--- config.mk ---
export PLATFORM = sky130hd
export DESIGN_NAME = openloop_foc_svpwm_top
export DESIGN_NICKNAME = d
export VERILOG_FILES = /design/src/hdl/ofs_pkg.sv /design/src/hdl/openloop_foc_svpwm_top.sv /design/src/hdl/ofs_mul.sv /design/src/hdl/ofs_div.sv
export SDC_FILE = /design/constraint.sdc
export NUM_CORES = 2
export LEC_CHECK = 0
export ABC_AREA = 1
export BUFFER_PORTS_ARGS = -buffer_cell sky130_fd_sc_hd__buf_2
export CORE_AREA = 2 2 380 382
export DETAILED_ROUTE_END_ITERATION = 8
export DIE_AREA = 0 0 382 384
export PLACE_DENSITY = 0.62
export SLEW_MARGIN = 0
export SYNTH_ARGS = -nofsm -noshare
export SYNTH_HDL_FRONTEND = slang
export SYNTH_SLANG_ARGS = --single-unit
--- constraint.sdc ---
create_clock -name clk_i -period 19 [get_ports clk_i]
set_clock_uncertainty 0.2 [all_clocks]
set_input_delay 0.95 -clock clk_i [delete_from_list [all_inputs] [get_ports clk_i]]
set_output_delay 0.95 -clock clk_i [all_outputs]
set_load 0.01 [all_outputs]
--- src/hdl/ofs_pkg.sv ---
// Shared types and constants for the open-loop FOC space-vector modulator.
// Used by ofs_mul, ofs_div and openloop_foc_svpwm_top; no dependencies.
package ofs_pkg;

  localparam int ANGLE_W    = 16;  // phase accumulator width, one turn = 2^ANGLE_W
  localparam int SINE_IDX_W = 8;   // log2 of the sine table depth (256 steps per turn)
  localparam int VOLT_W     = 16;  // width kept by the voltage registers
  localparam int PH_W       = 52;  // phase voltages in mV * 2^30, signed
  localparam int MUL_A_W    = 33;
  localparam int MUL_B_W    = 18;
  localparam int MUL_P_W    = MUL_A_W + MUL_B_W;
  localparam int DIV_STEPS  = 8;   // two quotient bits per step, 16 bits in all

  // sine polynomial coefficients (Q14) and sqrt(3)/2 in Q16
  localparam logic [14:0] SIN_A       = 15'd25736;
  localparam logic [14:0] SIN_B       = 15'd10512;
  localparam logic [17:0] SIN_C       = 18'd1160;
  localparam logic [14:0] Q14_ONE     = 15'd16384;
  localparam logic [15:0] QUARTER     = 16'h4000;
  localparam logic [17:0] SQRT3_2_Q16 = 18'd56756;

  // register reset values
  localparam logic [VOLT_W-1:0]  BUS_RST   = 16'd12000;
  localparam logic [VOLT_W-1:0]  LIMIT_RST = 16'd11400;
  localparam logic [VOLT_W-1:0]  VQ_RST    = 16'd1000;
  localparam logic [ANGLE_W-1:0] STEP_RST  = 16'd328;

  typedef enum logic [7:0] {
    CFG_BUS      = 8'd0,
    CFG_LIMIT    = 8'd1,
    CFG_SETPOINT = 8'd2,
    CFG_STEP     = 8'd3
  } cfg_idx_e;

  // divider request from the sequencer
  typedef struct packed {
    logic        start;
    logic [31:0] num;
    logic [15:0] den;
  } ofs_div_req_t;

endpackage

--- src/hdl/openloop_foc_svpwm_top.sv ---
// Open-loop FOC voltage modulator with min-max space-vector PWM.
// The block works on one input item at a time: s_axis_tready stays low until the result is registered.
// The sequencer walks the shared multiplier (sine, cosine, Park/Clarke products) and
// runs the two-bit-per-cycle divider once per phase.
// Reset (rst_ni low, asynchronous): registers to defaults, accumulator to zero, output empty.
// Depends on ofs_pkg, ofs_mul and ofs_div.
module openloop_foc_svpwm_top (
  input  logic        clk_i,
  input  logic        rst_ni,
  // input stream
  input  logic        s_axis_tvalid,
  output logic        s_axis_tready,
  input  logic [15:0] s_axis_tdata,   // [15:0] period_count
  // result stream
  output logic        m_axis_tvalid,
  input  logic        m_axis_tready,
  output logic [63:0] m_axis_tdata,   // [15:0] compare_a, [31:16] compare_b,
                                      // [47:32] compare_c, [63:48] electrical_angle
  // configuration writes
  input  logic        cfg_valid_i,
  output logic        cfg_ready_o,
  input  logic [7:0]  cfg_index_i,
  input  logic [15:0] cfg_data_i
);

  localparam int PW = ofs_pkg::PH_W;

  // One-hot sequencer states
  typedef enum logic [18:0] {
    ST_IDLE  = 19'b1 << 0,
    ST_TZ    = 19'b1 << 1,   // fold angle into quadrant
    ST_TSQ   = 19'b1 << 2,   // z*z
    ST_TC    = 19'b1 << 3,   // z2*C
    ST_TR1   = 19'b1 << 4,   // z2*(B - ...)
    ST_TR2   = 19'b1 << 5,   // z*(A - ...)
    ST_TS    = 19'b1 << 6,   // take sine or cosine
    ST_PA    = 19'b1 << 7,   // sin*Vq
    ST_PB    = 19'b1 << 8,   // cos*Vq
    ST_PC    = 19'b1 << 9,   // sqrt(3)/2 * ubeta
    ST_PD    = 19'b1 << 10,  // form three phases
    ST_MM1   = 19'b1 << 11,
    ST_MM2   = 19'b1 << 12,
    ST_SUM   = 19'b1 << 13,
    ST_V2    = 19'b1 << 14,  // add centering and mid-rail offset
    ST_CLMP  = 19'b1 << 15,
    ST_VMUL  = 19'b1 << 16,  // v*period
    ST_DWAIT = 19'b1 << 17,  // divide by bus voltage
    ST_OUT   = 19'b1 << 18
  } state_e;

  state_e state_q, state_d;

  // configuration registers
  logic [15:0] bus_q, limit_q, vq_q, step_q;

  // datapath registers
  logic [ofs_pkg::ANGLE_W-1:0] acc_q, acc_d;
  logic [15:0]                 period_q, period_d;
  logic                        cos_q, cos_d;
  logic [14:0]                 z_q, z_d, z2_q, z2_d;
  logic                        neg_q, neg_d;
  logic signed [15:0]          sn_q, sn_d, cs_q, cs_d;
  logic signed [31:0]          ualpha_q, ualpha_d;
  logic signed [PW-1:0]        ua_q, ua_d, ub_q, ub_d, uc_q, uc_d;
  logic signed [PW-1:0]        mx_q, mx_d, mn_q, mn_d, sum_q, sum_d, v2_q, v2_d;
  logic [31:0]                 v_q, v_d;
  logic                        full_q, full_d, zero_q, zero_d;
  logic [1:0]                  ph_q, ph_d;
  logic [15:0]                 cmp_q [3];
  logic [15:0]                 cmp_d;
  logic                        cmp_we;
  logic                        m_valid_q, m_valid_d;
  logic [63:0]                 m_data_q, m_data_d;
  logic                        div_go_q;

  // shared units
  logic signed [ofs_pkg::MUL_A_W-1:0] mul_a;
  logic signed [ofs_pkg::MUL_B_W-1:0] mul_b;
  logic signed [ofs_pkg::MUL_P_W-1:0] mul_p;
  ofs_pkg::ofs_div_req_t              div_req;
  logic                               div_done;
  logic [15:0]                        div_quo;

  ofs_mul u_mul (
    .clk_i (clk_i),
    .a_i   (mul_a),
    .b_i   (mul_b),
    .p_o   (mul_p)
  );

  ofs_div u_div (
    .clk_i  (clk_i),
    .rst_ni (rst_ni),
    .req_i  (div_req),
    .done_o (div_done),
    .quo_o  (div_quo)
  );

  // combinational helpers
  logic [15:0]          turn;
  logic [14:0]          zf, prod_hi;
  logic [15:0]          uq;
  logic signed [15:0]   sv;
  logic signed [PW-1:0] mterm, halfa, u_sel, hi_lim, bus_off;

  assign cfg_ready_o   = 1'b1;
  assign s_axis_tready = (state_q == ST_IDLE);
  assign m_axis_tvalid = m_valid_q;
  assign m_axis_tdata  = m_data_q;

  // configuration writes, any index beyond the list is dropped
  always_ff @(posedge clk_i or negedge rst_ni) begin
    if (!rst_ni) begin
      bus_q   <= ofs_pkg::BUS_RST;
      limit_q <= ofs_pkg::LIMIT_RST;
      vq_q    <= ofs_pkg::VQ_RST;
      step_q  <= ofs_pkg::STEP_RST;
    end else if (cfg_valid_i && cfg_ready_o) begin
      case (cfg_index_i)
        ofs_pkg::CFG_BUS:      bus_q   <= cfg_data_i;
        ofs_pkg::CFG_LIMIT:    limit_q <= cfg_data_i;
        ofs_pkg::CFG_SETPOINT: vq_q    <= cfg_data_i;
        ofs_pkg::CFG_STEP:     step_q  <= cfg_data_i;
        default: ;
      endcase
    end
  end

  always_comb begin
    // quantize angle to table steps, then shift to a quarter for cosine
    turn = {acc_q[ofs_pkg::ANGLE_W-1 -: ofs_pkg::SINE_IDX_W],
            {(16 - ofs_pkg::SINE_IDX_W){1'b0}}} + (cos_q ? ofs_pkg::QUARTER : 16'h0000);
    zf      = turn[14] ? (ofs_pkg::Q14_ONE - {1'b0, turn[13:0]}) : {1'b0, turn[13:0]};
    prod_hi = mul_p[28:14];
    sv      = neg_q ? -$signed({1'b0, prod_hi}) : $signed({1'b0, prod_hi});
    uq      = (vq_q < limit_q) ? vq_q : limit_q;
    mterm   = {mul_p[ofs_pkg::MUL_P_W-1], mul_p};
    halfa   = {{5{ualpha_q[31]}}, ualpha_q, 15'b0};
    hi_lim  = $signed({5'b0, limit_q, 31'b0});
    bus_off = $signed({6'b0, bus_q, 30'b0});
    case (ph_q)
      2'd0:    u_sel = ua_q;
      2'd1:    u_sel = ub_q;
      default: u_sel = uc_q;
    endcase
  end

  // multiplier operand select
  always_comb begin
    mul_a = '0;
    mul_b = '0;
    case (state_q)
      ST_TSQ: begin
        mul_a = {18'b0, z_q};
        mul_b = {3'b0, z_q};
      end
      ST_TC: begin
        mul_a = {18'b0, prod_hi};
        mul_b = ofs_pkg::SIN_C;
      end
      ST_TR1: begin
        mul_a = {18'b0, z2_q};
        mul_b = {3'b0, ofs_pkg::SIN_B - prod_hi};
      end
      ST_TR2: begin
        mul_a = {18'b0, z_q};
        mul_b = {3'b0, ofs_pkg::SIN_A - prod_hi};
      end
      ST_PA: begin
        mul_a = {{17{sn_q[15]}}, sn_q};
        mul_b = {2'b0, uq};
      end
      ST_PB: begin
        mul_a = {{17{cs_q[15]}}, cs_q};
        mul_b = {2'b0, uq};
      end
      ST_PC: begin
        mul_a = {mul_p[31], mul_p[31:0]};
        mul_b = ofs_pkg::SQRT3_2_Q16;
      end
      ST_VMUL: begin
        mul_a = {1'b0, v_q};
        mul_b = {2'b0, period_q};
      end
      default: ;
    endcase
  end

  // sequencer
  always_comb begin
    state_d   = state_q;
    acc_d     = acc_q;
    period_d  = period_q;
    cos_d     = cos_q;
    z_d       = z_q;
    z2_d      = z2_q;
    neg_d     = neg_q;
    sn_d      = sn_q;
    cs_d      = cs_q;
    ualpha_d  = ualpha_q;
    ua_d      = ua_q;
    ub_d      = ub_q;
    uc_d      = uc_q;
    mx_d      = mx_q;
    mn_d      = mn_q;
    sum_d     = sum_q;
    v2_d      = v2_q;
    v_d       = v_q;
    full_d    = full_q;
    zero_d    = zero_q;
    ph_d      = ph_q;
    cmp_d     = div_quo;
    cmp_we    = 1'b0;
    m_data_d  = m_data_q;
    m_valid_d = m_valid_q && !m_axis_tready;
    div_req   = '{start: div_go_q, num: mul_p[47:16], den: bus_q};

    case (state_q)
      ST_IDLE: begin
        if (s_axis_tvalid) begin
          acc_d    = acc_q + step_q;
          period_d = s_axis_tdata;
          cos_d    = 1'b0;
          state_d  = ST_TZ;
        end
      end
      ST_TZ: begin
        z_d     = zf;
        neg_d   = turn[15];
        state_d = ST_TSQ;
      end
      ST_TSQ: state_d = ST_TC;
      ST_TC: begin
        z2_d    = prod_hi;
        state_d = ST_TR1;
      end
      ST_TR1: state_d = ST_TR2;
      ST_TR2: state_d = ST_TS;
      ST_TS: begin
        if (!cos_q) begin
          sn_d    = sv;
          cos_d   = 1'b1;
          state_d = ST_TZ;
        end else begin
          cs_d    = sv;
          state_d = ST_PA;
        end
      end
      ST_PA: state_d = ST_PB;
      ST_PB: begin
        // ualpha = -sin * Vq
        ualpha_d = -mul_p[31:0];
        state_d  = ST_PC;
      end
      ST_PC: state_d = ST_PD;
      ST_PD: begin
        ua_d    = {{4{ualpha_q[31]}}, ualpha_q, 16'b0};
        ub_d    = mterm - halfa;
        uc_d    = -(halfa + mterm);
        state_d = ST_MM1;
      end
      ST_MM1: begin
        mx_d    = (ua_q > ub_q) ? ua_q : ub_q;
        mn_d    = (ua_q < ub_q) ? ua_q : ub_q;
        state_d = ST_MM2;
      end
      ST_MM2: begin
        mx_d    = (mx_q > uc_q) ? mx_q : uc_q;
        mn_d    = (mn_q < uc_q) ? mn_q : uc_q;
        state_d = ST_SUM;
      end
      ST_SUM: begin
        sum_d   = mx_q + mn_q;
        ph_d    = 2'd0;
        state_d = ST_V2;
      end
      ST_V2: begin
        // doubled phase, minus min+max, plus half bus, in mV * 2^31
        v2_d    = (u_sel <<< 1) - sum_q + bus_off;
        state_d = ST_CLMP;
      end
      ST_CLMP: begin
        if (v2_q[PW-1]) begin
          v_d = '0;
        end else if (v2_q > hi_lim) begin
          v_d = hi_lim[46:15];
        end else begin
          v_d = v2_q[46:15];
        end
        state_d = ST_VMUL;
      end
      ST_VMUL: begin
        full_d  = v_q >= {bus_q, 16'b0};
        zero_d  = (bus_q == 16'd0) || (period_q == 16'd0);
        state_d = ST_DWAIT;
        // product lands next cycle: launch the divider from there
      end
      ST_DWAIT: begin
        if (div_done) begin
          cmp_we = 1'b1;
          if (zero_q) begin
            cmp_d = '0;
          end else if (full_q) begin
            cmp_d = period_q;
          end else begin
            cmp_d = div_quo;
          end
          if (ph_q == 2'd2) begin
            state_d = ST_OUT;
          end else begin
            ph_d    = ph_q + 2'd1;
            state_d = ST_V2;
          end
        end
      end
      ST_OUT: begin
        // hold until the output register is free
        if (!m_valid_q || m_axis_tready) begin
          m_data_d  = {acc_q[15:0], cmp_q[2], cmp_q[1], cmp_q[0]};
          m_valid_d = 1'b1;
          state_d   = ST_IDLE;
        end
      end
      default: state_d = ST_IDLE;
    endcase
  end

  // launch the divider the cycle the v*period product is valid
  always_ff @(posedge clk_i or negedge rst_ni) begin
    if (!rst_ni) begin
      div_go_q <= 1'b0;
    end else begin
      div_go_q <= (state_q == ST_VMUL);
    end
  end

  always_ff @(posedge clk_i or negedge rst_ni) begin
    if (!rst_ni) begin
      state_q   <= ST_IDLE;
      acc_q     <= '0;
      cos_q     <= 1'b0;
      ph_q      <= '0;
      m_valid_q <= 1'b0;
    end else begin
      state_q   <= state_d;
      acc_q     <= acc_d;
      cos_q     <= cos_d;
      ph_q      <= ph_d;
      m_valid_q <= m_valid_d;
    end
  end

  always_ff @(posedge clk_i) begin
    period_q <= period_d;
    z_q      <= z_d;
    z2_q     <= z2_d;
    neg_q    <= neg_d;
    sn_q     <= sn_d;
    cs_q     <= cs_d;
    ualpha_q <= ualpha_d;
    ua_q     <= ua_d;
    ub_q     <= ub_d;
    uc_q     <= uc_d;
    mx_q     <= mx_d;
    mn_q     <= mn_d;
    sum_q    <= sum_d;
    v2_q     <= v2_d;
    v_q      <= v_d;
    full_q   <= full_d;
    zero_q   <= zero_d;
    m_data_q <= m_data_d;
    if (cmp_we) begin
      cmp_q[ph_q] <= cmp_d;
    end
  end

endmodule

--- src/hdl/ofs_mul.sv ---
// Shared signed multiplier with a registered product.
// Depends on ofs_pkg for operand widths.
module ofs_mul (
  input  logic                                clk_i,
  input  logic signed [ofs_pkg::MUL_A_W-1:0]  a_i,
  input  logic signed [ofs_pkg::MUL_B_W-1:0]  b_i,
  output logic signed [ofs_pkg::MUL_P_W-1:0]  p_o
);

  logic signed [ofs_pkg::MUL_P_W-1:0] p_q;

  always_ff @(posedge clk_i) begin
    p_q <= a_i * b_i;
  end

  assign p_o = p_q;

endmodule

--- src/hdl/ofs_div.sv ---
// Iterative restoring divider, 32-bit dividend by 16-bit divisor, two bits a cycle.
// Depends on ofs_pkg for the request struct and step count; quotient valid when done_o pulses.
module ofs_div (
  input  logic                  clk_i,
  input  logic                  rst_ni,
  input  ofs_pkg::ofs_div_req_t req_i,
  output logic                  done_o,
  output logic [15:0]           quo_o
);

  logic [15:0] rem_q, rem_d;
  logic [15:0] low_q, low_d;
  logic [15:0] den_q, den_d;
  logic [15:0] quo_q, quo_d;
  logic [2:0]  cnt_q, cnt_d;
  logic        busy_q, busy_d;
  logic        done_q, done_d;

  logic [16:0] t1, t2, s1, s2;
  logic        ge1, ge2;
  logic [15:0] r1;

  always_comb begin
    t1  = {rem_q, low_q[15]};
    ge1 = t1 >= {1'b0, den_q};
    s1  = t1 - {1'b0, den_q};
    r1  = ge1 ? s1[15:0] : t1[15:0];
    t2  = {r1, low_q[14]};
    ge2 = t2 >= {1'b0, den_q};
    s2  = t2 - {1'b0, den_q};

    rem_d  = rem_q;
    low_d  = low_q;
    den_d  = den_q;
    quo_d  = quo_q;
    cnt_d  = cnt_q;
    busy_d = busy_q;
    done_d = 1'b0;
    if (req_i.start) begin
      rem_d  = req_i.num[31:16];
      low_d  = req_i.num[15:0];
      den_d  = req_i.den;
      cnt_d  = '0;
      busy_d = 1'b1;
    end else if (busy_q) begin
      rem_d = ge2 ? s2[15:0] : t2[15:0];
      low_d = {low_q[13:0], 2'b00};
      quo_d = {quo_q[13:0], ge1, ge2};
      cnt_d = cnt_q + 3'd1;
      if (cnt_q == 3'(ofs_pkg::DIV_STEPS - 1)) begin
        busy_d = 1'b0;
        done_d = 1'b1;
      end
    end
  end

  always_ff @(posedge clk_i or negedge rst_ni) begin
    if (!rst_ni) begin
      busy_q <= 1'b0;
      done_q <= 1'b0;
      cnt_q  <= '0;
    end else begin
      busy_q <= busy_d;
      done_q <= done_d;
      cnt_q  <= cnt_d;
    end
  end

  always_ff @(posedge clk_i) begin
    rem_q <= rem_d;
    low_q <= low_d;
    den_q <= den_d;
    quo_q <= quo_d;
  end

  assign done_o = done_q;
  assign quo_o  = quo_q;

endmodule

==> impl_metrics.tcl <==
set metrics [dict create \
    status "completed" \
    synthCells 8359 \
    firstDrtPassIters 6 \
    required_ns 19.40 \
    synth_area_per_cell_um2 8.48 \
    antenna_found_initial 9 \
    postSynthNetCount 9501 \
    root_buffer "clkbuf_16" \
    numClockSinks 814 \
    grt_start_max_net_pins 76 \
    clock_latency_ns 0.73 \
    crit_family "adder cells" \
    finalHoldViolations 0 \
    slowest_delay_ns 0.97 \
    synth_flop_cell "edfxtp_1" \
    die_h_um 384 \
    core_area_um2 143000 \
    p_leak_nw 36.2 \
    end_kind "register" \
    crit_path_frequent_cell "fa_1" \
    ant_nets 0 \
    finalPower_w 0.00422 \
    cts_tree "yes" \
    rsz0062_at_grt "false" \
    ys_async_sr_fraction 0.134 \
    setup_viol 0 \
    drv_slew 0 \
    tightest_slew_ns 1.21 \
    max_slew_margin 0.190 \
    start_util 0.497 \
    first_iter_violations 6228 \
    grt_first_pass_wirelength_mm 379 \
    viasPerCell 5.72 \
    worstPathArrival_ns 10.04 \
    post-synth-top-area-cell "edfxtp_1" \
    path_buf_inv 6 \
    p_per_area_nw_per_um2 55.1 \
    crit_fanout 26 \
    grt_overflow 0 \
    h-tree-depth 3 \
    fin_crit_ns 9.65 \
    diodes 0 \
    final_nets 9576 \
    routedWlPerCell_um 24.7 \
    holdBufCountCts 0 \
    fin_hold_ws_ns 0.194 \
    hold_path_class "in2async" \
    finalWeightedCongestion 1.04 \
    fp.dieW_um 382 \
    cts-buffers-inserted 91 \
    drive_above_1_share 0.0586 \
    synth_common_cells "1690 x nand2_1, 1609 x inv_1, 690 x nor2_1, 655 x edfxtp_1, 571 x ha_1" \
    vias 59609 \
    finalSetupTns_ns 0 \
    num-fill-cells 13543 \
    postCtsSetupBuffers 0 \
    grt_pass1_vias 58687 \
    io_buffers 110 \
    cts_buffer_depth 3 \
    ir_drop_mv 0.0734 \
    critPathKind "reg2reg" \
    synth-seq-cells 814 \
    cp-start-kind "register" \
    rows 139 \
    drt_wl_total_mm 257 \
    yosysUniqueCellTypes 76 \
    drcViolationCount 0 \
    cts_resized 0 \
    post-route-period-util 0.508 \
    ys_top_cells_by_area "edfxtp_1 28%, fa_1 15%, ha_1 10%" \
    grt_util_all_layers 0.348 \
    fin_util 0.536 \
    cap_violations 0 \
    dieArea_um2 147000 \
    synth.yosys.seq_area_share 0.330 \
    yosysMostFrequentCell "nand2_1" \
    clkTransAtPathRegs_ns 0.07 \
    crit_slowest_cell "fa_1" \
    crit_cells 28 \
    clock.fmax_mhz 104 \
    syn_to_final_growth_pct 8.00 \
    synth-edff-count 655 \
    reg2reg_depth 28 \
    synth_warnings 0 \
    netlist_area_um2 70900 \
    yosys.area.top_type_share 0.277 \
    num_io_pins 112 \
    dp_hpwl_mm 209 \
]
## area by class of cell
| type | count | area [um2] | area share |
|---|---|---|---|
| multi-input combinational | 5684 | 40300 | 0.527 |
| sequential | 814 | 23400 | 0.306 |
| inverter | 1657 | 6220 | 0.0813 |
| tap | 1903 | 2380 | 0.0311 |
| clock buffer | 106 | 2350 | 0.0307 |
| timing repair buffer | 186 | 1120 | 0.0147 |
| clock inverter | 63 | 749 | 0.00979 |
## placed cells by master, fill, tap and decap left out, drive strengths merged, types with 12 or more instances in the layout
master / n
nand2: 1702
inv: 1659
nor2: 711
edfxtp: 655
ha: 571
fa: 526
o21ai: 520
a21oi: 480
nand3: 284
xor2: 216
buf: 186
clkbuf: 106
nand4: 94
dfrtp: 87
xnor2: 80
nor3: 74
a31oi: 65
nor4: 59
dfxtp: 50
o221ai: 40
clkinv: 39
o21bai: 33
a221oi: 31
a21o: 26
o21a: 25
o211ai: 25
dfstp: 22
o22ai: 21
nand3b: 21
a211oi: 18
clkinvlp: 12
## worst reg2reg max path, delay by kind of cell (launching register included)
family / cells / cell delay (ns)
buffers and inverters: 6 / 1.00
adder cells (fa/ha/maj): 8 / 4.31
AO/OA/AOI/OAI: 3 / 0.95
XOR/XNOR: 1 / 0.30
AND/OR/NAND/NOR: 10 / 2.22
flip-flops: 1 / 0.53
## kinds of logic (layout without fill, tap and decap cells)
kind of cell	count (synthesis)	after routing	share of synthesized area
simple gates	2966	2966	0.174
buf+inv	1861	2012	0.102
compound gates	1323	1323	0.107
fa+ha+maj	1097	1097	0.249
flops	814	814	0.330
xor+xnor	296	296	0.0370
other cells	1	1	0.0000529
mux	1	1	0.000159
## state kept, by name (all words and copies together) (netlist names), 19 cells and up
register / flops
sum_q: 52
uc_q: 51
state_q: 19
ualpha_q: 32
ua_q: 32
mx_q: 52
v_q: 32
m_axis_tdata: 64
ub_q: 51
v2_q: 52
mn_q: 52
cmp_q: 48
u_mul.p_o: 50
## routing by layer
layer  global-route usage  routed length [um]  up-vias
li1                     -                   -    27151
met1                0.442              101000    29151
met2                0.570              119000     2648
met3               0.0506               19200      655
met4                0.201               17600        4
met5                    0                  24        -
## per-stage QoR
step           cell area [um2]  worst slack (ns)  cells
2_1_floorplan            70900              4.19   8359
3_3_place_gp             73500              9.38  10244
3_5_place_dp             73500              9.36  10244
4_1_cts                  76600              9.35  10413
5_1_grt                  76600              8.64  10413
6_report                 76600              9.35  10413
## where the power goes
group          leakage [nW]  internal [W]  switching [W]
combinational          27.0      0.000102       0.000266
sequential             7.75       0.00196      0.0000440
clock                  1.48       0.00104       0.000808
total                  36.2       0.00310        0.00112
## path summary, 6_finish.rpt
path | from | endpoint | slack, ns
worst max register to register | limit_q[3] | u_mul.p_o[44] | 9.35
worst min register to register | cmp_q[1][2] | m_axis_tdata[18] | 0.21
min in group clk_i | cmp_q[1][2] | m_axis_tdata[18] | 0.21
worst max-delay path | limit_q[3] | u_mul.p_o[44] | 9.35
worst min-delay path | rst_ni | acc_q[3] | 0.19
max in group asynchronous | rst_ni | u_div.cnt_q[2] | 17.15
(Power assumes the default switching activity.)
